### src/ndvi_pkg.sv
// Package for the NDVI threshold mask block: register indexes, reset values,
// parameter defaults and result codes. No dependencies.
`timescale 1ns / 1ps
`default_nettype none

package ndvi_pkg;

  // parameter defaults
  localparam int SAMPLE_BITS_DEF = 16;
  localparam int FRAC_BITS_DEF   = 14;

  // configuration port
  localparam int CFG_IDX_BITS  = 3;
  localparam int CFG_DATA_BITS = 16;

  localparam logic [CFG_IDX_BITS-1:0] REG_THRESHOLD  = 3'd0;
  localparam logic [CFG_IDX_BITS-1:0] REG_NIR_NODATA = 3'd1;
  localparam logic [CFG_IDX_BITS-1:0] REG_NIR_EN     = 3'd2;
  localparam logic [CFG_IDX_BITS-1:0] REG_RED_NODATA = 3'd3;
  localparam logic [CFG_IDX_BITS-1:0] REG_RED_EN     = 3'd4;

  localparam logic signed [15:0] THRESHOLD_RST = 16'sd8192;  // 0.5 in Q1.14

  // result width and saturation limits
  localparam int NDVI_BITS = 16;
  localparam logic [NDVI_BITS-1:0] SAT_POS = 16'h7FFF;
  localparam logic [NDVI_BITS-1:0] SAT_NEG = 16'h8000;

  // mask byte codes
  localparam logic [7:0] MASK_BELOW   = 8'd0;
  localparam logic [7:0] MASK_ABOVE   = 8'd1;
  localparam logic [7:0] MASK_INVALID = 8'd255;

endpackage

`default_nettype wire

### src/ndvi_threshold_mask.sv
// NDVI threshold mask top level: nodata check, pipelined restoring divider,
// saturation and threshold compare. Depends on ndvi_pkg.
`timescale 1ns / 1ps
`default_nettype none

// Takes one pixel (near-infrared and red sample) per cycle, unless a stalled
// output has backed the pipeline up to its input, and returns NDVI =
// (nir - red) / (nir + red) in signed fixed point with FRAC_BITS fraction
// bits, truncated toward zero and saturated to 16 bits, with a valid flag and
// a mask byte (1 at or above threshold, 0 below, 255 for nodata or zero sum).
// Each pixel passes through the front stage, then the divider, which retires
// one quotient bit per pipeline stage, then the output register. A stalled
// output backs up stage by stage, so empty stages keep accepting. Configuration
// writes are always ready and must only be issued while the pipeline is empty.
module ndvi_threshold_mask #(
  parameter int SAMPLE_BITS = ndvi_pkg::SAMPLE_BITS_DEF,
  parameter int FRAC_BITS   = ndvi_pkg::FRAC_BITS_DEF
) (
  input  wire logic                               clk_i,
  input  wire logic                               rst_ni,
  // configuration write
  input  wire logic                               cfg_valid_i,
  output logic                                    cfg_ready_o,
  input  wire logic [ndvi_pkg::CFG_IDX_BITS-1:0]  cfg_index_i,
  input  wire logic [ndvi_pkg::CFG_DATA_BITS-1:0] cfg_data_i,
  // pixel input
  input  wire logic                               in_valid_i,
  output logic                                    in_ready_o,
  input  wire logic [SAMPLE_BITS-1:0]             nir_sample_i,
  input  wire logic [SAMPLE_BITS-1:0]             red_sample_i,
  // result output
  output logic                                    out_valid_o,
  input  wire logic                               out_ready_i,
  output logic signed [ndvi_pkg::NDVI_BITS-1:0]   ndvi_value_o,
  output logic                                    ndvi_valid_o,
  output logic [7:0]                              mask_byte_o
);

  localparam int S  = SAMPLE_BITS;
  localparam int F  = FRAC_BITS;
  localparam int D  = F + 1;              // divider stages, one quotient bit each
  localparam int RW = S + 2;              // partial remainder width
  localparam int QX = (F + 1 > 17) ? F + 1 : 17;

  typedef struct packed {
    logic         bad;
    logic         neg;
    logic [S:0]   sum;
    logic [RW-1:0] rem;
    logic [F:0]   quo;
  } stg_t;

  // ---------------- configuration registers ----------------
  logic signed [15:0] threshold_q;
  logic [15:0]        nir_nodata_q;
  logic               nir_en_q;
  logic [15:0]        red_nodata_q;
  logic               red_en_q;

  assign cfg_ready_o = 1'b1;

  always_ff @(posedge clk_i or negedge rst_ni) begin
    if (!rst_ni) begin
      threshold_q  <= ndvi_pkg::THRESHOLD_RST;
      nir_nodata_q <= '0;
      nir_en_q     <= 1'b0;
      red_nodata_q <= '0;
      red_en_q     <= 1'b0;
    end else if (cfg_valid_i) begin
      case (cfg_index_i)
        ndvi_pkg::REG_THRESHOLD:  threshold_q  <= $signed(cfg_data_i);
        ndvi_pkg::REG_NIR_NODATA: nir_nodata_q <= cfg_data_i;
        ndvi_pkg::REG_NIR_EN:     nir_en_q     <= cfg_data_i[0];
        ndvi_pkg::REG_RED_NODATA: red_nodata_q <= cfg_data_i;
        ndvi_pkg::REG_RED_EN:     red_en_q     <= cfg_data_i[0];
        default: ;
      endcase
    end
  end

  // ---------------- handshake chain ----------------
  // stages 0..D hold stg_t, stage D+1 is the output register
  logic [D+1:0] vld_q;
  logic [D+2:0] rdy;

  assign rdy[D+2] = out_ready_i;

  for (genvar k = 0; k <= D + 1; k++) begin : g_rdy
    assign rdy[k] = !vld_q[k] || rdy[k+1];
  end

  assign in_ready_o  = rdy[0];
  assign out_valid_o = vld_q[D+1];

  always_ff @(posedge clk_i or negedge rst_ni) begin
    if (!rst_ni) begin
      vld_q <= '0;
    end else begin
      if (rdy[0]) vld_q[0] <= in_valid_i;
      for (int k = 1; k <= D + 1; k++) begin
        if (rdy[k]) vld_q[k] <= vld_q[k-1];
      end
    end
  end

  // ---------------- front stage: nodata, sum, difference ----------------
  stg_t st_q [D+1];
  stg_t st_d [D+1];

  always_comb begin
    logic nir_bad;
    logic red_bad;
    logic [S-1:0] diff;
    nir_bad = nir_en_q && (nir_sample_i == nir_nodata_q[S-1:0]);
    red_bad = red_en_q && (red_sample_i == red_nodata_q[S-1:0]);
    st_d[0].neg = red_sample_i > nir_sample_i;
    diff = st_d[0].neg ? (red_sample_i - nir_sample_i) : (nir_sample_i - red_sample_i);
    st_d[0].sum = {1'b0, nir_sample_i} + {1'b0, red_sample_i};
    st_d[0].bad = nir_bad || red_bad || (st_d[0].sum == '0);
    st_d[0].rem = RW'(diff);
    st_d[0].quo = '0;
  end

  // ---------------- divider stages ----------------
  // diff <= sum, so the first step yields the integer bit without a shift
  for (genvar j = 1; j <= D; j++) begin : g_div
    localparam int BIT = F - (j - 1);
    logic [RW-1:0] trial;
    logic          take;

    always_comb begin
      trial = (j == 1) ? st_q[j-1].rem : {st_q[j-1].rem[RW-2:0], 1'b0};
      take  = trial >= RW'(st_q[j-1].sum);
      st_d[j]          = st_q[j-1];
      st_d[j].rem      = take ? (trial - RW'(st_q[j-1].sum)) : trial;
      st_d[j].quo[BIT] = take;
    end
  end

  for (genvar k = 0; k <= D; k++) begin : g_stg
    always_ff @(posedge clk_i) begin
      if (rdy[k]) st_q[k] <= st_d[k];
    end
  end

  // ---------------- output stage: saturate, compare ----------------
  logic [QX-1:0]                  q_ext;
  logic signed [ndvi_pkg::NDVI_BITS-1:0] sat_val;
  logic signed [ndvi_pkg::NDVI_BITS-1:0] value_q;
  logic                           valid_q;
  logic [7:0]                     mask_q;

  always_comb begin
    q_ext = QX'(st_q[D].quo);
    if (st_q[D].neg) begin
      sat_val = (q_ext > QX'(ndvi_pkg::SAT_NEG)) ? $signed(ndvi_pkg::SAT_NEG)
                                                 : $signed(-q_ext[15:0]);
    end else begin
      sat_val = (q_ext > QX'(ndvi_pkg::SAT_POS)) ? $signed(ndvi_pkg::SAT_POS)
                                                 : $signed(q_ext[15:0]);
    end
  end

  always_ff @(posedge clk_i) begin
    if (rdy[D+1]) begin
      if (st_q[D].bad) begin
        value_q <= '0;
        valid_q <= 1'b0;
        mask_q  <= ndvi_pkg::MASK_INVALID;
      end else begin
        value_q <= sat_val;
        valid_q <= 1'b1;
        mask_q  <= (sat_val >= threshold_q) ? ndvi_pkg::MASK_ABOVE : ndvi_pkg::MASK_BELOW;
      end
    end
  end

  assign ndvi_value_o = value_q;
  assign ndvi_valid_o = valid_q;
  assign mask_byte_o  = mask_q;

endmodule

`default_nettype wire

### config.mk
export PLATFORM = sky130hd
export DESIGN_NAME = ndvi_threshold_mask
export DESIGN_NICKNAME = d
export VERILOG_FILES = /design/src/ndvi_pkg.sv /design/src/ndvi_threshold_mask.sv
export SDC_FILE = /design/constraint.sdc
export NUM_CORES = 1
export LEC_CHECK = 0
export ABC_AREA = 0
export BUFFER_PORTS_ARGS = -buffer_cell sky130_fd_sc_hd__buf_2
export CAP_MARGIN = 25
export CORE_ASPECT_RATIO = 0.5
export CORE_MARGIN = 10
export CORE_UTILIZATION = 55
export CTS_BUF_LIST = sky130_fd_sc_hd__clkbuf_4
export CTS_CLUSTER_SIZE = 25
export DETAILED_ROUTE_END_ITERATION = 16
export PLACE_DENSITY = 0.71
export SETUP_SLACK_MARGIN = 0.05
export SLEW_MARGIN = 20
export SYNTH_ARGS = -nofsm -noshare
export SYNTH_HDL_FRONTEND = slang
export SYNTH_SLANG_ARGS = --single-unit
### constraint.sdc
create_clock -name clk_i -period 9.16 [get_ports clk_i]
set_input_delay 1.374 -clock clk_i [delete_from_list [all_inputs] [get_ports clk_i]]
set_output_delay 1.374 -clock clk_i [all_outputs]
set_load 0.005 [all_outputs]
==> flow_metrics.tcl <==
set metrics [dict create \
    cts_tree "built" \
    finalInstanceArea_um2 44040 \
    grt_pass1_wl_um 124600 \
    drc 0 \
    start_util 0.5541 \
    first_pass_iters 7 \
    grt_start_max_net_pins 68 \
    synth_seq_cells 746 \
    cts-root-buf "clkbuf_4" \
    synth_top_area_cell "edfxtp_1" \
    fp.dieH_um 211.6 \
    crit_path_max_fanout 36 \
    synth_flop_cell "edfxtp_1" \
    clock_skew_ns 0.07225 \
    wl_per_cell_um 16.63 \
    maxCapViolCount 0 \
    grt_use_met1 0.2189 \
    dpl-instance-area_um2 41950 \
    fillCellCount 5728 \
    max_slew_margin 0.3706 \
    antenna_left 0 \
    cp_cell_sequence "buf_2, nor2b_1, and3_1, and3_1, inv_2, nor3_1, and2_1, nand3_2, nor2_1, nand2_1, buf_4, buf_2" \
    synthDistinctLibCells 85 \
    clkLatencyLatePin_ns 0.97 \
    async_flop_share 0.08981 \
    htreeDepth 4 \
    wirelength_um 76380 \
    max_stage_delay_ns 0.39 \
    grt.busiest_layer "met2" \
    fin_setup_tns_ns 0 \
    hold_class "reg -> reg" \
    synthTopCellsByArea "edfxtp_1 50%, ha_1 9.8%, mux2_1 4.4%" \
    yosysWarningCount 0 \
    grtUsageMet3 0.03886 \
    grt.total_usage 0.1789 \
    path_delay_family "simple AND/OR/NAND/NOR gates" \
    fin_crit_sh 0.5887 \
    worst_slack_ns 3.768 \
    critPathKind "in -> out" \
    yosysTopAreaCellShare 0.5050 \
    dpl.hpwl_um 57850 \
    place.gp.congestion 0.9013 \
    setup_viol 0 \
    path_buf_inv 4 \
    post_cts_buffers 0 \
    cts_hold_buf 0 \
    synth_edf_count 679 \
    core-area_um2 72870 \
    port_buffers 82 \
    fin_crit_ns 5.392 \
    dieArea_um2 85310 \
    status "complete, no violations" \
    hold_slack_ns 0.3700 \
    syn_inst 3286 \
    ctsLongestPathBuffers 3 \
    grtUsageMet2 0.3038 \
    grt.overflow.total 0 \
    p_leak_nw 18.71 \
    drive_gt1_frac 0.1271 \
    cellPowerDensity_nw_per_um2 379.3 \
    syn_area_per_cell_um2 12.29 \
    vias 25140 \
    tightest_slew_ns 0.9442 \
    antenna_found_initial 2 \
    cp.required_ns 7.79 \
    synth_fp_nets 3675 \
    num_io_pins 84 \
    viasPerCell 5.474 \
    vdd_drop_max_uv 135.6 \
    yosysSeqAreaShare 0.5465 \
    place_ws_ns 3.073 \
    first_iter_violations 1676 \
    fp.dieW_um 403.2 \
    clk_pin_slew_ns 0.07 \
    nets 3900 \
    cp.arrival_ns 4.02 \
    timing.fmax_ghz 0.1854 \
    regToRegSetupSlack_ns 5.52 \
    syn_to_final_growth_pct 9.064 \
    end_kind "output port" \
    cts.sink_count 746 \
    netlist_area_um2 40380 \
    worstSetupStartpointType "input pin" \
    grt_setup_unrepaired "no" \
    report.final.slew_viol_count 0 \
    rows 70 \
    hold_viol_final 0 \
    slowest_stage "nor3_1" \
    ctsResizeCount 0 \
    cts_buffers 171 \
    first_global_vias 25490 \
]
## worst reg2reg max path, delay by kind of cell, from the launching register on
kind,cells,cell delay [ns]
fa+ha+maj,1,0.48
compound gates,6,1.72
flops,1,0.45
simple gates,2,0.30
mux,1,0.44
## routing by layer
layer / vias to the layer above / wire [µm]
li1: 12470 / -
met1: 11940 / 33570
met2: 538 / 36520
met3: 195 / 3774
met4: 0 / 2516
met5: - / 0
## report_power, final
group	leakage (nW)	internal, mW	switching, mW
logic	9.63	3.66	4.20
registers	7.88	5.67	0.668
clock network	1.20	1.24	1.26
## sequential cells by signal, indices dropped and copies added (netlist names), named ones only
signal	cells
vld_q	17
red_nodata_q	16
nir_en_q	1
mask_byte_o	2
st_q	659
ndvi_valid_o	1
ndvi_value_o	16
nir_nodata_q	16
red_en_q	1
threshold_q	16
## final cells by class
class	instances	area [µm²]	share of cell area
multi-input combinational	2098	16620	0.3774
inverter	392	1473	0.03344
antenna	2	5.005	0.0001136
tap	972	1216	0.02762
clock buffer	237	1779	0.04040
sequential	746	22070	0.5011
timing repair buffer	102	631.9	0.01435
clock inverter	44	244.0	0.005540
## synth_stat cells (17+ instances only)
library cell and count:
a21o_1 85, a21oi_1 183, xor2_1 63, nor2_1 142
fa_1 17, clkbuf_1 18, a31oi_1 23, o21ai_1 53
o21bai_1 20, mux2_2 58, dfrtp_1 66, nor2b_1 50
nand2_1 122, mux2_1 158, and2_1 40, mux2i_1 23
edfxtp_1 679, nand2b_1 45, nor3_1 37, nand4_1 39
xnor2_1 191, o21ai_0 91, nand3_1 64, ha_1 316
buf_2 18, inv_1 382, o21a_1 36
## worst paths after layout
| check | from | end | depth (start not counted) |
|---|---|---|---|
| worst min-delay path | st_q[1][165] | st_q[1][217] | 0 |
| worst max register to register | st_q[1][293] | st_q[1][333] | 10 |
| worst min register to register | st_q[1][165] | st_q[1][217] | 0 |
| worst max-delay path | out_ready_i | in_ready_o | 12 |
| max in group asynchronous | rst_ni | vld_q[9] | 2 |
| min in group asynchronous | rst_ni | red_nodata_q[8] | 2 |
## kinds of logic after synthesis
family / after synthesis / synth area share
other cells: 2 / 0.0001860
simple gates: 620 / 0.07793
xor+xnor: 254 / 0.05510
compound gates: 650 / 0.1052
buf+inv: 442 / 0.04276
flops: 746 / 0.5465
mux: 239 / 0.06594
fa+ha+maj: 333 / 0.1063
## metrics by stage
step	std cells	utilization	total power, mW
after detailed placement	4307	0.5757	14.15
after floorplan	3286	-	12.39
after global placement	4302	0.5745	13.88
after CTS	4588	0.6034	16.79
after global routing	4593	0.6043	18.04
final	4593	0.6043	16.70
## cell usage in the layout (no fill, tap or decap), types with 66 or more instances in the layout
master and count:
ha_1 316, buf_2 82, edfxtp_1 679, nor2_1 142, nand2_1 119, mux2_1 158, inv_1 379, clkbuf_4 237
a21oi_1 183, o21ai_0 91, dfrtp_1 66, xnor2_1 191, a21o_1 85
Power figures use the tool's default switching activity.
